[src/hw/rtl/hcm_pkg.sv]
package hcm_pkg;

    // table sizes
    localparam int TGT_DEPTH = 16;
    localparam int SUP_DEPTH = 8;
    localparam int MAX_OUT   = 16;
    localparam int TGT_IW    = (TGT_DEPTH > 1) ? $clog2(TGT_DEPTH) : 1;
    localparam int TGT_CW    = $clog2(TGT_DEPTH + 1);
    localparam int SUP_IW    = (SUP_DEPTH > 1) ? $clog2(SUP_DEPTH) : 1;
    localparam int SUP_CW    = $clog2(SUP_DEPTH + 1);
    localparam int OUT_IW    = (MAX_OUT > 1) ? $clog2(MAX_OUT) : 1;
    localparam int OUT_CW    = $clog2(MAX_OUT + 1);

    // field widths and constants
    localparam int TS_W  = 48;
    localparam int TTL_W = 16;
    localparam logic [TTL_W-1:0] TTL_RESET    = 16'd2000;
    localparam logic [TS_W-1:0]  DL_MAX       = {TS_W{1'b1}};
    localparam logic [4:0]       CHORD_SPENT  = 5'h10;

    // configuration register indexes
    localparam logic [0:0] CFG_CAPTURE = 1'b0;
    localparam logic [0:0] CFG_TTL     = 1'b1;

    typedef enum logic [1:0] {
        OP_KEY    = 2'd0,
        OP_BIND   = 2'd1,
        OP_UNBIND = 2'd2,
        OP_ARM    = 2'd3
    } t_op;

    typedef enum logic [1:0] {
        ST_IDLE,
        ST_TSCAN,
        ST_SSCAN,
        ST_EMIT
    } t_state;

    // modifier bit of a key: bit0 alt, bit1 ctrl, bit2 shift, bit3 win
    function automatic logic [3:0] mod_bit(input logic [7:0] k);
        logic [3:0] b;
        b = 4'h0;
        unique case (k)
            8'hA2, 8'hA3: b = 4'h2;
            8'hA4, 8'hA5: b = 4'h1;
            8'hA0, 8'hA1: b = 4'h4;
            8'h5B, 8'h5C: b = 4'h8;
            default:      b = 4'h0;
        endcase
        return b;
    endfunction

endpackage

[src/hw/rtl/hotkey_chord_matcher.sv]
// a pass-through event gives its result in the cycle after acceptance; other requests first
// run a target scan and/or a suppression scan
// one request at a time: busy until the last result, then idle before the next request;
// key events scan targets and/or suppressions, binds/unbinds targets, arms suppressions
// results cannot be stalled; each is on the ports for exactly one cycle
// synchronous active-low reset empties both tables and clears modifiers and chord
module hotkey_chord_matcher (
    input  logic        i_clk,
    input  logic        i_rst_n,
    input  logic        start,
    output logic        busy,
    input  logic        i_cfg_we,
    input  logic [0:0]  i_cfg_idx,
    input  logic [15:0] i_cfg_data,
    input  logic [1:0]  i_op,
    input  logic [7:0]  i_key_code,
    input  logic        i_key_down,
    input  logic        i_pass_through,
    input  logic [3:0]  i_async_mods,
    input  logic        i_foreground_ours,
    input  logic [47:0] i_now_ms,
    input  logic [7:0]  i_target_id,
    input  logic [3:0]  i_target_mods,
    output logic        o_result_valid,
    output logic        o_eaten,
    output logic        o_activated,
    output logic [7:0]  o_activated_id,
    output logic        o_start_menu_suppress,
    output logic        o_captured,
    output logic [3:0]  o_effective_mods,
    output logic        o_status,
    output logic        o_last
);

    hcm_pkg::t_state r_state, n_state;

    // configuration
    logic                       r_capture;
    logic [hcm_pkg::TTL_W-1:0]  r_ttl;

    // persistent state
    logic [3:0] r_held;
    logic [4:0] r_chord;
    logic [hcm_pkg::TGT_CW-1:0] r_cnt;
    logic [7:0] r_tkey  [hcm_pkg::TGT_DEPTH];
    logic [3:0] r_tmods [hcm_pkg::TGT_DEPTH];
    logic [7:0] r_tid_t [hcm_pkg::TGT_DEPTH];
    logic       r_tdown [hcm_pkg::TGT_DEPTH];
    logic       r_sv    [hcm_pkg::SUP_DEPTH];
    logic [7:0] r_skey  [hcm_pkg::SUP_DEPTH];
    logic [hcm_pkg::TS_W-1:0] r_sdl [hcm_pkg::SUP_DEPTH];

    // latched request
    hcm_pkg::t_op r_op;
    logic [7:0]  r_key;
    logic        r_down;
    logic        r_mkey;
    logic [hcm_pkg::TS_W-1:0] r_now;
    logic [hcm_pkg::TS_W-1:0] r_dl;
    logic [7:0]  r_tid;
    logic [3:0]  r_tmods_in;
    logic [3:0]  r_mods;

    // scan and result state
    logic [hcm_pkg::TGT_CW-1:0] r_tidx, r_wr;
    logic [hcm_pkg::SUP_CW-1:0] r_sidx;
    logic                       r_found;
    logic [hcm_pkg::SUP_IW-1:0] r_free_idx, r_min_idx;
    logic [hcm_pkg::TS_W-1:0]   r_min_dl;
    logic                       r_eaten, r_cap, r_status;
    logic [7:0] r_ids [hcm_pkg::MAX_OUT];
    logic       r_sms [hcm_pkg::MAX_OUT];
    logic [hcm_pkg::OUT_CW-1:0] r_n;
    logic [hcm_pkg::OUT_IW-1:0] r_k;

    // request decode
    logic        accept;
    logic [3:0]  in_bit, held_nx, mods_nx;
    logic        in_evt, in_capt;
    logic [hcm_pkg::TS_W:0] dl_sum;
    logic [hcm_pkg::TS_W-1:0] dl_sat;
    logic        t_done, s_done, is_last;
    logic [hcm_pkg::TGT_IW-1:0] ti;
    logic [hcm_pkg::SUP_IW-1:0] si;

    assign accept  = start && (r_state == hcm_pkg::ST_IDLE);
    assign in_bit  = hcm_pkg::mod_bit(i_key_code);
    assign held_nx = i_key_down ? (r_held | in_bit) : (r_held & ~in_bit);
    assign mods_nx = i_key_down ? (i_async_mods | held_nx)
                                : ((i_async_mods | held_nx) & ~in_bit);
    assign in_evt  = (i_op == hcm_pkg::OP_KEY) && !i_pass_through;
    assign in_capt = r_capture && i_foreground_ours;
    assign dl_sum  = {1'b0, i_now_ms} + (hcm_pkg::TS_W + 1)'(r_ttl);
    assign dl_sat  = dl_sum[hcm_pkg::TS_W] ? hcm_pkg::DL_MAX : dl_sum[hcm_pkg::TS_W-1:0];

    assign t_done  = (r_tidx >= r_cnt);
    assign s_done  = (r_sidx == hcm_pkg::SUP_CW'(hcm_pkg::SUP_DEPTH));
    assign ti      = r_tidx[hcm_pkg::TGT_IW-1:0];
    assign si      = r_sidx[hcm_pkg::SUP_IW-1:0];
    assign is_last = (r_n == '0) || (hcm_pkg::OUT_CW'(r_k) + 1'b1 == r_n);

    // state register
    always_ff @(posedge i_clk) begin
        if (!i_rst_n) begin
            r_state <= hcm_pkg::ST_IDLE;
        end else begin
            r_state <= n_state;
        end
    end

    // next state
    always_comb begin
        n_state = r_state;
        unique case (r_state)
            hcm_pkg::ST_IDLE: begin
                if (start) begin
                    if (i_op == hcm_pkg::OP_BIND || i_op == hcm_pkg::OP_UNBIND) begin
                        n_state = hcm_pkg::ST_TSCAN;
                    end else if (i_op == hcm_pkg::OP_ARM) begin
                        n_state = hcm_pkg::ST_SSCAN;
                    end else if (i_pass_through) begin
                        n_state = hcm_pkg::ST_EMIT;
                    end else if (in_capt || (in_bit != 4'h0 && i_key_down)) begin
                        n_state = hcm_pkg::ST_SSCAN;
                    end else begin
                        n_state = hcm_pkg::ST_TSCAN;
                    end
                end
            end
            hcm_pkg::ST_TSCAN: begin
                if (t_done) begin
                    n_state = (r_op == hcm_pkg::OP_KEY) ? hcm_pkg::ST_SSCAN
                                                        : hcm_pkg::ST_EMIT;
                end
            end
            hcm_pkg::ST_SSCAN: begin
                if (s_done) n_state = hcm_pkg::ST_EMIT;
            end
            hcm_pkg::ST_EMIT: begin
                if (is_last) n_state = hcm_pkg::ST_IDLE;
            end
            default: n_state = hcm_pkg::ST_IDLE;
        endcase
    end

    // control state with reset
    always_ff @(posedge i_clk) begin
        if (!i_rst_n) begin
            r_capture <= 1'b0;
            r_ttl     <= hcm_pkg::TTL_RESET;
            r_held    <= 4'h0;
            r_chord   <= 5'h0;
            r_cnt     <= '0;
            for (int j = 0; j < hcm_pkg::SUP_DEPTH; j++) r_sv[j] <= 1'b0;
        end else begin
            // key event: modifiers and chord on accept
            if (accept && in_evt) begin
                r_held <= held_nx;
                if (!in_capt) begin
                    if (in_bit != 4'h0) begin
                        if (i_key_down) r_chord <= r_chord | {1'b0, mods_nx};
                    end else if (i_key_down && mods_nx != 4'h0) begin
                        r_chord <= hcm_pkg::CHORD_SPENT;
                    end
                end
            end
            // end of target scan: table count and chord release
            if (r_state == hcm_pkg::ST_TSCAN && t_done) begin
                if (r_op == hcm_pkg::OP_BIND) begin
                    if (r_wr != hcm_pkg::TGT_CW'(hcm_pkg::TGT_DEPTH)) r_cnt <= r_wr + 1'b1;
                    else r_cnt <= r_wr;
                end else if (r_op == hcm_pkg::OP_UNBIND) begin
                    r_cnt <= r_wr;
                end else if (r_mkey && !r_down) begin
                    if (r_mods == 4'h0) r_chord <= 5'h0;
                    else if (r_found) r_chord <= hcm_pkg::CHORD_SPENT;
                end
            end
            // suppression valid bits
            if (r_state == hcm_pkg::ST_SSCAN) begin
                if (!s_done) begin
                    if (r_op == hcm_pkg::OP_ARM) begin
                        if (r_sv[si] && r_skey[si] == r_key) r_sv[si] <= 1'b0;
                    end else if (r_sv[si]) begin
                        if (r_now > r_sdl[si] || r_skey[si] == r_key) r_sv[si] <= 1'b0;
                    end
                end else if (r_op == hcm_pkg::OP_ARM) begin
                    r_sv[r_found ? r_free_idx : r_min_idx] <= 1'b1;
                end
            end
            // configuration writes
            if (i_cfg_we) begin
                if (i_cfg_idx == hcm_pkg::CFG_CAPTURE) begin
                    r_capture <= i_cfg_data[0];
                    r_chord   <= 5'h0;
                end else if (i_cfg_idx == hcm_pkg::CFG_TTL) begin
                    r_ttl <= i_cfg_data;
                end
            end
        end
    end

    // datapath: request latch, scans and result buffer
    always_ff @(posedge i_clk) begin
        if (accept) begin
            r_op       <= hcm_pkg::t_op'(i_op);
            r_key      <= i_key_code;
            r_down     <= i_key_down;
            r_mkey     <= (in_bit != 4'h0);
            r_now      <= i_now_ms;
            r_dl       <= dl_sat;
            r_tid      <= i_target_id;
            r_tmods_in <= i_target_mods;
            r_mods     <= in_evt ? mods_nx : 4'h0;
            r_cap      <= in_evt && in_capt;
            r_eaten    <= in_evt && in_capt;
            r_status   <= 1'b0;
            r_n        <= '0;
            r_k        <= '0;
            r_tidx     <= '0;
            r_wr       <= '0;
            r_sidx     <= '0;
            r_found    <= 1'b0;
            r_free_idx <= '0;
            r_min_idx  <= '0;
            r_min_dl   <= '0;
        end
        unique case (r_state)
            hcm_pkg::ST_TSCAN: begin
                if (!t_done) begin
                    r_tidx <= r_tidx + 1'b1;
                    if (r_op != hcm_pkg::OP_KEY) begin
                        // compact out entries with this id
                        if (r_tid_t[ti] != r_tid) begin
                            r_tkey[r_wr[hcm_pkg::TGT_IW-1:0]]  <= r_tkey[ti];
                            r_tmods[r_wr[hcm_pkg::TGT_IW-1:0]] <= r_tmods[ti];
                            r_tid_t[r_wr[hcm_pkg::TGT_IW-1:0]] <= r_tid_t[ti];
                            r_tdown[r_wr[hcm_pkg::TGT_IW-1:0]] <= r_tdown[ti];
                            r_wr <= r_wr + 1'b1;
                        end
                    end else if (r_mkey) begin
                        // modifier release: first modifier-only target equal to chord
                        if (!r_found && hcm_pkg::mod_bit(r_tkey[ti]) != 4'h0
                                && {1'b0, r_tmods[ti]} == r_chord) begin
                            r_found  <= 1'b1;
                            r_ids[0] <= r_tid_t[ti];
                            r_sms[0] <= r_chord[3];
                            r_n      <= hcm_pkg::OUT_CW'(1);
                        end
                    end else if (r_tkey[ti] == r_key) begin
                        if (!r_down) begin
                            if (r_tdown[ti]) r_eaten <= 1'b1;
                            r_tdown[ti] <= 1'b0;
                        end else if (r_tmods[ti] == r_mods) begin
                            r_eaten <= 1'b1;
                            if (!r_tdown[ti]) begin
                                r_tdown[ti] <= 1'b1;
                                if (r_n < hcm_pkg::OUT_CW'(hcm_pkg::MAX_OUT)) begin
                                    r_ids[r_n[hcm_pkg::OUT_IW-1:0]] <= r_tid_t[ti];
                                    r_sms[r_n[hcm_pkg::OUT_IW-1:0]] <= r_mods[3];
                                    r_n <= r_n + 1'b1;
                                end
                            end
                        end
                    end
                end else if (r_op == hcm_pkg::OP_BIND) begin
                    // append or refuse
                    if (r_wr == hcm_pkg::TGT_CW'(hcm_pkg::TGT_DEPTH)) begin
                        r_status <= 1'b1;
                    end else begin
                        r_tkey[r_wr[hcm_pkg::TGT_IW-1:0]]  <= r_key;
                        r_tmods[r_wr[hcm_pkg::TGT_IW-1:0]] <= r_tmods_in
                                                              | hcm_pkg::mod_bit(r_key);
                        r_tid_t[r_wr[hcm_pkg::TGT_IW-1:0]] <= r_tid;
                        r_tdown[r_wr[hcm_pkg::TGT_IW-1:0]] <= 1'b0;
                    end
                end
            end
            hcm_pkg::ST_SSCAN: begin
                if (!s_done) begin
                    r_sidx <= r_sidx + 1'b1;
                    if (r_op == hcm_pkg::OP_ARM) begin
                        // first free slot and earliest deadline
                        if ((!r_sv[si] || r_skey[si] == r_key) && !r_found) begin
                            r_found    <= 1'b1;
                            r_free_idx <= si;
                        end
                        if (r_sidx == '0 || r_sdl[si] < r_min_dl) begin
                            r_min_idx <= si;
                            r_min_dl  <= r_sdl[si];
                        end
                    end else if (r_sv[si] && !(r_now > r_sdl[si])
                                 && r_skey[si] == r_key && !r_down) begin
                        r_eaten <= 1'b1;
                    end
                end else if (r_op == hcm_pkg::OP_ARM) begin
                    r_skey[r_found ? r_free_idx : r_min_idx] <= r_key;
                    r_sdl[r_found ? r_free_idx : r_min_idx]  <= r_dl;
                end
            end
            hcm_pkg::ST_EMIT: begin
                r_k <= r_k + 1'b1;
            end
            default: begin
            end
        endcase
    end

    // result ports
    assign busy                  = (r_state != hcm_pkg::ST_IDLE);
    assign o_result_valid        = (r_state == hcm_pkg::ST_EMIT);
    assign o_eaten               = o_result_valid && r_eaten;
    assign o_activated           = o_result_valid && (r_n != '0);
    assign o_activated_id        = o_activated ? r_ids[r_k] : 8'h00;
    assign o_start_menu_suppress = o_activated && r_sms[r_k];
    assign o_captured            = o_result_valid && (r_n == '0) && r_cap;
    assign o_effective_mods      = o_result_valid ? r_mods : 4'h0;
    assign o_status              = o_result_valid && r_status;
    assign o_last                = o_result_valid && is_last;

endmodule

[config.mk]
export PLATFORM = sky130hd
export DESIGN_NAME = hotkey_chord_matcher
export DESIGN_NICKNAME = d
export VERILOG_FILES = /design/src/hw/rtl/hcm_pkg.sv /design/src/hw/rtl/hotkey_chord_matcher.sv
export SDC_FILE = /design/constraint.sdc
export NUM_CORES = 1
export LEC_CHECK = 0
export BUFFER_PORTS_ARGS = -buffer_cell sky130_fd_sc_hd__clkbuf_2
export CAP_MARGIN = 0
export CORE_MARGIN = 3
export CORE_UTILIZATION = 46
export DETAILED_ROUTE_END_ITERATION = 10
export GPL_TIMING_DRIVEN = 0
export SKIP_CTS_REPAIR_TIMING = 1
export SLEW_MARGIN = 40
export SYNTH_ARGS = -nofsm -noshare
export SYNTH_HDL_FRONTEND = slang
export SYNTH_SLANG_ARGS = --single-unit
[constraint.sdc]
create_clock -name i_clk -period 15.8 [get_ports i_clk]
set_input_delay 1.58 -clock i_clk [delete_from_list [all_inputs] [get_ports i_clk]]
set_output_delay 1.58 -clock i_clk [all_outputs]
set_load 0.01 [all_outputs]
**Word-level counts from Yosys, hierarchy flattened**

Memories as Yosys holds them, arrays and structs flattened. A register that Yosys moved wholly into a read port is not among the register bits.
Cells that the tools add are included.

- Bits in registers: 238
- Bits in latches: 0
- Memory bits (writable): 936
- Memory bits (read-only): 0
- Input bits: 98
- Output and inout port bits: 20
- Logic and storage cells: 368
- Memories kept: 9

- $add $sub $neg: 7
- $mul: 0
- Div/mod/pow operators: 0
- $lt $le $gt $ge: 4
- Eq/ne operators: 46
- Shift-type cells: 0
- Muxes and demuxes: 192
- Bitwise logic cells: 14
- Reductions and logical operators: 69

Memory list:

| memory | depth | width | read ports | clocked after Yosys merged registers in | write ports | line | text |
|---|---|---|---|---|---|---|---|
| r_sdl | 8 | 48 | 1 | 1 | 1 | hotkey_chord_matcher.sv:51 | `logic [hcm_pkg::TS_W-1:0] r_sdl [hcm_pkg::SUP_DEPTH];` |
| r_ids | 16 | 8 | 1 | 1 | 1 | hotkey_chord_matcher.sv:71 | `logic [7:0] r_ids [hcm_pkg::MAX_OUT];` |
| r_tid_t | 16 | 8 | 1 | 1 | 1 | hotkey_chord_matcher.sv:47 | `logic [7:0] r_tid_t [hcm_pkg::TGT_DEPTH];` |
| r_tkey | 16 | 8 | 1 | 1 | 1 | hotkey_chord_matcher.sv:45 | `logic [7:0] r_tkey [hcm_pkg::TGT_DEPTH];` |
| r_skey | 8 | 8 | 1 | 1 | 1 | hotkey_chord_matcher.sv:50 | `logic [7:0] r_skey [hcm_pkg::SUP_DEPTH];` |
| r_tmods | 16 | 4 | 1 | 1 | 1 | hotkey_chord_matcher.sv:46 | `logic [3:0] r_tmods [hcm_pkg::TGT_DEPTH];` |
| 3 more memories | - | - | - | - | - | - |  |

Operators by type and width:

| operator | number |
|---|---|
| two-way mux 48 bit | 5 |
| two-way mux 5 bit | 35 |
| == test 8 bit, second input constant | 18 |
| two-way mux 1 bit | 99 |
| two-way mux 4 bit | 22 |
| adder 48 x 16 -> 49 bit | 1 |
| == test 8 x 7 -> 1 bit, second input constant | 6 |
| > comparator 48 bit | 1 |
| < comparator 48 bit | 1 |
| case mux 4 bit (4 select lines) | 3 |
| two-way mux 3 bit | 13 |
| two-way mux 8 bit | 4 |
| OR reduction 2 bit | 12 |
| logical AND 1 bit | 23 |
| == test 8 bit | 2 |
| two-way mux 2 bit | 8 |
| adder 5 x 1 -> 5 bit, second input constant | 3 |
| == test 2 bit, second input constant | 6 |
| OR 4 bit | 3 |
| nonzero test 4 bit | 3 |
| adder 4 x 1 -> 4 bit, second input constant | 2 |
| AND 4 bit | 2 |
| logical NOT 4 bit | 2 |
| != test 8 bit | 1 |
| 28 further kinds | 57 |

**Depth between registers and ports, before layout**

Gate-level depths: netlist (run 1).

- Depth after elaboration: 23
- Depth in mapped cells: 20

**Least setup slack after synthesis (run 1)**

OpenSTA, ideal clock, no wires.

- Path kind: in2reg
- Start point: input port start
- End point: register r_min_idx[1] (netlist name)
- Setup time: 79 ps
- Arrival time: 6126 ps
- Required time: 15721 ps
- Setup slack: 9595 ps
- Stages on the path: 7
- Buffers on the path: 1
- Cells stage by stage: nand2_1 clkinv_1 a21oi_1 a22o_1 clkbuf_1 nand2_1 o211ai_1

- Word-level cells in the longest chain between the ends: 6

Ends and longest elaborated chain:

| what | line | text |
|---|---|---|
| from (decl) | hotkey_chord_matcher.sv:10 | `input logic start,` |
| logical AND 1 bit * | hotkey_chord_matcher.sv:86 | `assign accept = start && (r_state == hcm_pkg::ST_IDLE);` |
| named net accept | hotkey_chord_matcher.sv:77 | `logic accept;` |
| two-way mux 3 bit * | hotkey_chord_matcher.sv:205 | `if (accept) begin` |
| two-way mux 3 bit | hotkey_chord_matcher.sv:288 | `if (r_sidx == '0 \|\| r_sdl[si] < r_min_dl) begin` |
| two-way mux 3 bit | hotkey_chord_matcher.sv:282 | `if (r_op == hcm_pkg::OP_ARM) begin` |
| two-way mux 3 bit | hotkey_chord_matcher.sv:280 | `if (!s_done) begin` |
| two-way mux 3 bit * | hotkey_chord_matcher.sv:228 | `unique case (r_state)` |
| to (signal assigned) | hotkey_chord_matcher.sv:289 | `r_min_idx <= si;` |
| to (decl) | hotkey_chord_matcher.sv:68 | `logic [hcm_pkg::SUP_IW-1:0] r_free_idx, r_min_idx;` |

Mark *: on every way through the listed nets, which the timed path passes. The rest lies on a longest branch.
A chain may end at the register's enable or synchronous reset.

**Worst setup path in the final report (run 1)**

- Start point: register r_sidx[1] (netlist name)
- End point: register r_min_dl[1] (netlist name)

- Word-level cells in the longest chain between the ends: 6
- Elaborated cells on any way between the ends: 7
- Classes of those cells: eq/ne (1); mux (4); reduce/logical (2)

Ends and longest elaborated chain:

| what | line | text |
|---|---|---|
| from (decl) | hotkey_chord_matcher.sv:66 | `logic [hcm_pkg::SUP_CW-1:0] r_sidx;` |
| from (signal assigned) | hotkey_chord_matcher.sv:281 | `r_sidx <= r_sidx + 1'b1;` |
| logical NOT 4 bit | hotkey_chord_matcher.sv:288 |  |
| logical OR 1 bit | hotkey_chord_matcher.sv:288 |  |
| two-way mux 48 bit | hotkey_chord_matcher.sv:288 |  |
| two-way mux 48 bit | hotkey_chord_matcher.sv:282 |  |
| two-way mux 48 bit * | hotkey_chord_matcher.sv:280 |  |
| two-way mux 48 bit * | hotkey_chord_matcher.sv:228 |  |
| to (signal assigned) | hotkey_chord_matcher.sv:290 | `r_min_dl <= r_sdl[si];` |
| to (decl) | hotkey_chord_matcher.sv:69 | `logic [hcm_pkg::TS_W-1:0] r_min_dl;` |

Mark *: on every way between the ends. The rest lies on a longest branch, timed or not.

==> flow_metrics.py, run 1 <==
metrics = {
    "run_status": {
        "status": "complete, no violations",
    },
    "final_layout": {
        "drive_above_1_share": 0.208,
        "syn_to_final_growth_pct": 16.5,
        "final_cell_area_mm2": 0.0593,
        "nNetsFinal": 3789,
    },
    "synth": {
        "async_reset_ff_frac": 0,
        "synth-seq-area-share": 0.672,
        "synth_most_common_cell": "edfxtp_1",
        "synth.distinct_cells": 95,
        "ys.flop_type": "edfxtp_1",
        "synthCells": 3239,
        "yosys-top-cells-count": "1057 x edfxtp_1, 215 x nand2_1, 206 x mux4_2",
        "synth_top_area_frac": 0.624,
        "syn-cell-area_mm2": 0.0509,
        "avgSynthCellArea_um2": 15.7,
        "synth_edf_count": 1057,
        "yosys-top-cells-area": "edfxtp_1 62%, mux4_2 9.1%, dfxtp_1 4.8%, ha_1 3.4%, mux2i_1 3.0%",
        "yosys_register_bits": 1178,
        "synth_area_leader_cell": "edfxtp_1",
        "syn_nets": 3475,
        "synth_warnings": 0,
    },
    "power_and_ir_drop": {
        "p_leak_nw": 20.5,
        "p_per_area_mw_per_mm2": 162,
        "p_total_mw": 9.60,
        "vdd_drop_max_mv": 0.0988,
    },
    "setup_path": {
        "end_kind": "flip-flop",
        "r2r-start": "r_sidx[1]",
        "path_max_fanout": 10,
        "critPathLaunchType": "flip-flop",
        "path_buf_inv": 7,
        "reg2reg_depth": 19,
        "cp.required_ns": 16.39,
        "critical_path.max_stage_delay_ns": 0.59,
        "cp_data_arrival_time_ns": 7.80,
        "crit_family": "buffers and inverters",
        "cp_slowest_cell": "clkbuf_1",
        "worstSetupPathType": "flip-flop to flip-flop",
        "r2r-end": "r_min_dl[1]",
        "path_cells": "clkbuf_1 -> clkbuf_1 -> buf_2 -> clkbuf_2 -> clkbuf_2 -> mux4_2 -> mux2i_1 -> inv_1 -> ha_1 -> nand4_1 -> nor2_1 -> and3_1 -> nand2_1 -> nor4_1 -> o211ai_1 -> o2111ai_2 -> o22a_1 -> clkbuf_1 -> o21ai_0",
        "r2r_setup_slack_ns": 8.59,
        "crit_top_cell": "clkbuf_1",
    },
    "detailed_routing": {
        "dr.pass1.iters": 5,
        "routed_wirelength_mm": 130,
        "drc": 0,
        "wire_per_inst_um": 25.3,
        "drt_iter0_markers": 3036,
        "dr_total_vias": 29584,
        "viasPerCell": 5.75,
        "ant_nets": 0,
    },
    "clock_tree": {
        "insertion_delay_ns": 0.74,
        "clockRootBuffer": "clkbuf_16",
        "cts_tree": "done",
        "cts_max_path_buffers": 3,
        "cts_htree_levels": 4,
        "clk_pin_slew_worst_paths_ns": 0.06,
        "clkSinkCount": 1178,
        "cts_buffers": 131,
    },
    "sta": {
        "hold_slack_ns": 0.457,
        "slew_headroom": 0.421,
        "rsz0062_at_grt": "false",
        "fmax_mhz": 139,
        "fin_crit_sh": 0.456,
        "fin_setup_tns_ns": 0,
        "maxSlewViolCount": 0,
        "skew_ns": 0.0207,
        "setup_viol": 0,
        "worst_pin_slew_ns": 0.844,
        "fin_crit_ns": 7.21,
        "hold_viol": 0,
    },
    "placed_design": {
        "hpwl_mm": 90.2,
        "portBuffers": 117,
        "post_dp_cell_area_mm2": 0.0549,
        "finalWeightedCongestion": 0.847,
    },
    "floorplanning": {
        "io_pins": 118,
        "fp.dieH_um": 338,
        "dieArea_mm2": 0.115,
        "fp-row-count": 121,
        "chipWidth_um": 338,
        "initial_core_util": 0.465,
        "core_mm2": 0.109,
    },
    "grt": {
        "gr-usage-all-layers": 0.226,
        "antenna_found_initial": 6,
        "grt_pass1_wl_mm": 193,
        "grt_remaining_overflow": 0,
        "grt_pass1_vias": 29120,
        "grt_max_degree": 46,
    },
    "worst_hold_path": {
        "whs_endpoint": "r_chord[4]",
        "hp-class": "flip-flop to flip-flop",
        "hold_start": "r_chord[4]",
        "holdPathStages": 2,
    },
    "run": {
        "drv_cap": 0,
    },
}
==> report_power, final <==
part,switching [mW],internal (mW)
combinational,1.62,0.955
clock,1.25,1.79
sequential,0.124,3.86
total,3.00,6.60
==> cell usage in the layout, fill, tap and decap left out, drive strengths merged, types with 20 or more instances in the layout <==
cell	count
a211oi	32
a21o	51
a21oi	140
a22oi	29
a31oi	20
and3	73
buf	132
clkbuf	367
clkinv	51
dfxtp	121
edfxtp	1057
ha	137
inv	164
mux2i	158
mux4	211
nand2	216
nand3	64
nor2	135
nor2b	29
nor3	44
o21ai	111
xnor2	53
xor2	23
==> flip-flops by register name, summed over array words and instances, names as in the netlist, 48 cells and up, named ones only <==
signal,flops
r_tmods,64
r_min_dl,48
r_ids,128
r_dl,48
r_now,48
r_tid_t,128
r_tkey,128
r_skey,64
r_sdl,384
==> cell families (layout without fill, tap and decap cells) <==
logic type      Yosys count  in the layout  share of synthesized area
other cells               0              5                          0
compound gates          482            482                     0.0605
buf+inv                 306            727                     0.0255
flops                  1178           1178                      0.672
mux                     386            386                      0.129
xor+xnor                 76             76                     0.0131
simple gates            673            673                     0.0657
fa+ha+maj               138            138                     0.0341
==> worst min-delay path, cell delays in order, from the launching register on <==
cell	delay (ns)
dfxtp_1	0.31
inv_1	0.05
a21oi_1	0.05
==> metal layers <==
metal,part of all wire,wire length (um),track usage,up-vias
met5,0.00010,13,0,-
met4,0.022,2870,0.0575,2
met3,0.066,8520,0.0368,185
met2,0.44,57800,0.337,1003
met1,0.47,60800,0.347,15120
li1,-,-,-,13274
==> layout make-up <==
cell class              instances  area [um^2]
inverters                     155          587
clock buffers                 167         3510
well taps                    1476         1850
diodes                          5         12.5
fillers                      8848        50000
multi-input cells            1755        15700
repair buffers                181         1860
plain buffers                 151          752
clock inverters                73          813
flip-flops and latches       1178        34200
==> worst max path at each step <==
| stage | start | end | cells past startpoint |
|---|---|---|---|
| 2_1_floorplan | start | r_min_idx[1] | 7 |
| 3_3_place_gp | start | r_min_dl[42] | 8 |
| 3_5_place_dp | r_sidx[1] | r_min_dl[1] | 19 |
| 4_1_cts | r_sidx[1] | r_min_dl[43] | 19 |
| 5_1_grt | r_sidx[1] | r_min_dl[38] | 19 |
| 6_report | r_sidx[1] | r_min_dl[1] | 19 |
==> stage by stage <==
stage / instances / utilization / setup slack (ns)
floorplan: 3239 / - / 9.59
global placement: 4832 / 0.488 / 5.31
detailed placement: 4896 / 0.502 / 8.28
CTS: 5136 / 0.542 / 8.28
global route: 5138 / 0.542 / 8.19
finish: 5141 / 0.542 / 8.59
Note: power is estimated with default switching activity, not from simulation.
==> inputs of run 2 (changes only) <==
Clock period 15.8 ns to 7.4 ns, I/O delays scaled along.
==> flow_metrics.py, run 2 (same netlist as run 1, synthesis figures left out) <==
metrics = {
    "placed_design": {
        "portBuffers": 117,
        "hpwl_mm": 90.2,
        "place_worst_setup_slack_ns": -0.117,
        "dp_cells": 4896,
        "finalWeightedCongestion": 0.847,
    },
    "setup_path": {
        "r2r-start": "r_sidx[1]",
        "cp.required_ns": 7.99,
        "critPathLaunch": "r_sidx[1]",
        "cp_data_arrival_time_ns": 7.59,
        "path_max_fanout": 10,
        "crit_family": "buffers and inverters",
        "end_kind": "flip-flop",
        "crit_top_cell": "clkbuf_2",
        "worstSetupPathType": "flip-flop to flip-flop",
        "critical_path.max_stage_delay_ns": 0.57,
        "path_buf_inv": 7,
        "path_cells": "clkbuf_1 -> clkbuf_2 -> buf_2 -> clkbuf_2 -> clkbuf_2 -> mux4_2 -> mux2i_1 -> inv_1 -> ha_1 -> nand4_1 -> nor2_1 -> and3_1 -> nand2_1 -> nor4_1 -> o211ai_1 -> o2111ai_2 -> o22a_1 -> clkbuf_1 -> o21ai_0",
        "critPathLaunchType": "flip-flop",
        "cp_slowest_cell": "clkbuf_1",
    },
    "sta": {
        "fin_crit_ns": 7.00,
        "worst_pin_slew_ns": 0.844,
        "hold_viol": 0,
        "slew_headroom": 0.421,
        "maxSlewViolCount": 0,
        "setup_ws_ns": 0.405,
        "hold_slack_ns": 0.176,
        "skew_ns": 0.0206,
        "setup_viol": 0,
        "fin_crit_sh": 0.945,
        "fmax_mhz": 143,
        "rsz0062_at_grt": "false",
    },
    "final_layout": {
        "fin_cells": 5141,
        "fillers": 8847,
        "final_core_utilization": 0.542,
        "layout_commonest_cell": "edfxtp_1",
        "drive_above_1_share": 0.208,
        "nNetsFinal": 3789,
        "syn_to_final_growth_pct": 16.5,
        "largest_reg_flops": 384,
        "mostFrequentLayoutCells": "1057 x edfxtp_1, 215 x nand2_1, 206 x mux4_2",
        "top_register": "r_sdl",
    },
    "grt": {
        "grt_pass1_vias": 29120,
        "grt_remaining_overflow": 0,
        "grt_max_degree": 46,
        "grt_pass1_wl_mm": 193,
        "antenna_found_initial": 6,
        "gr-usage-all-layers": 0.226,
    },
    "detailed_routing": {
        "wire_per_inst_um": 25.3,
        "dr_total_vias": 29585,
        "ant_nets": 0,
        "dr.pass1.iters": 5,
        "routed_wirelength_mm": 130,
        "drt_iter0_markers": 3036,
        "drc": 0,
        "viasPerCell": 5.75,
    },
    "floorplanning": {
        "chipWidth_um": 338,
        "dieArea_mm2": 0.115,
        "io_pins": 118,
        "fp.dieH_um": 338,
        "fp-row-count": 121,
        "core_mm2": 0.109,
        "initial_core_util": 0.465,
    },
    "power_and_ir_drop": {
        "p_leak_nw": 20.5,
        "p_seq_frac": 0.415,
        "vdd_drop_max_mv": 0.212,
        "p_int_mw": 14.1,
        "p_comb_frac": 0.268,
        "swShare": 0.312,
        "p_per_area_mw_per_mm2": 346,
        "pwr-share-clk": 0.316,
        "power.switching_mw": 6.40,
    },
    "clock_tree": {
        "insertion_delay_ns": 0.75,
        "cts_htree_levels": 4,
        "clk_pin_slew_worst_paths_ns": 0.06,
        "cts_buffers": 131,
        "clockRootBuffer": "clkbuf_16",
        "clkSinkCount": 1178,
        "cts_max_path_buffers": 3,
        "cts_tree": "done",
    },
    "worst_hold_path": {
        "hp-class": "primary input to flip-flop",
        "hold_start": "i_target_mods[3]",
    },
    "run_status": {
        "status": "complete, no violations",
    },
    "run": {
        "drv_cap": 0,
    },
}
run 2: cell types whose count changed in the layout (fill, tap and decap cells not counted):
| cell | delta |
|---|---|
| clkbuf_1 | -1 |
| clkbuf_2 | +1 |
run 2: area by class of cell:
type / instances / area, um^2 / share of cell area
diodes: 5 / 12.5 / 0.000211
plain buffers: 151 / 753 / 0.0127
clock buffers: 167 / 3510 / 0.0592
clock inverters: 73 / 813 / 0.0137
inverters: 155 / 587 / 0.00990
multi-input cells: 1755 / 15700 / 0.265
flip-flops and latches: 1178 / 34200 / 0.576
well taps: 1476 / 1850 / 0.0312
repair buffers: 181 / 1860 / 0.0314
run 2: power groups by stage:
stage                     combinational (mW)  sequential (mW)  clock, mW
final                                   5.50             8.51       6.49
after global routing                    6.03             8.54       6.89
after CTS                               5.53             8.51       6.61
after detailed placement                5.51             8.64          0
after global placement                  5.29             8.71          0
after floorplan                         3.64             8.57          0
run 2: stage by stage:
| step | TNS (ns) | instance area [um^2] | power (mW) |
|---|---|---|---|
| finish | 0 | 59300 | 20.5 |
| global route | 0 | 59300 | 21.5 |
| CTS | -1.88 | 59200 | 20.6 |
| detailed placement | -2.07 | 54900 | 14.2 |
| global placement | -1272.85 | 53300 | 14.0 |
| floorplan | 0 | 50900 | 12.2 |
run 2: worst paths after layout:
path / slack [ns] / endpoint / cells after the start
min reg2reg: 0.46 / r_chord[4] / 2
min: 0.18 / r_tmods_in[3] / 1
max reg2reg: 0.40 / r_min_dl[1] / 19
max: 0.40 / r_min_dl[1] / 19
run 2: routing by layer:
layer | vias to the layer above | wire (um) | track usage
met4 | 2 | 2840 | 0.0575
met3 | 181 | 8610 | 0.0368
met5 | - | 13 | 0
met1 | 15105 | 60800 | 0.347
met2 | 1021 | 57800 | 0.337
li1 | 13276 | - | -
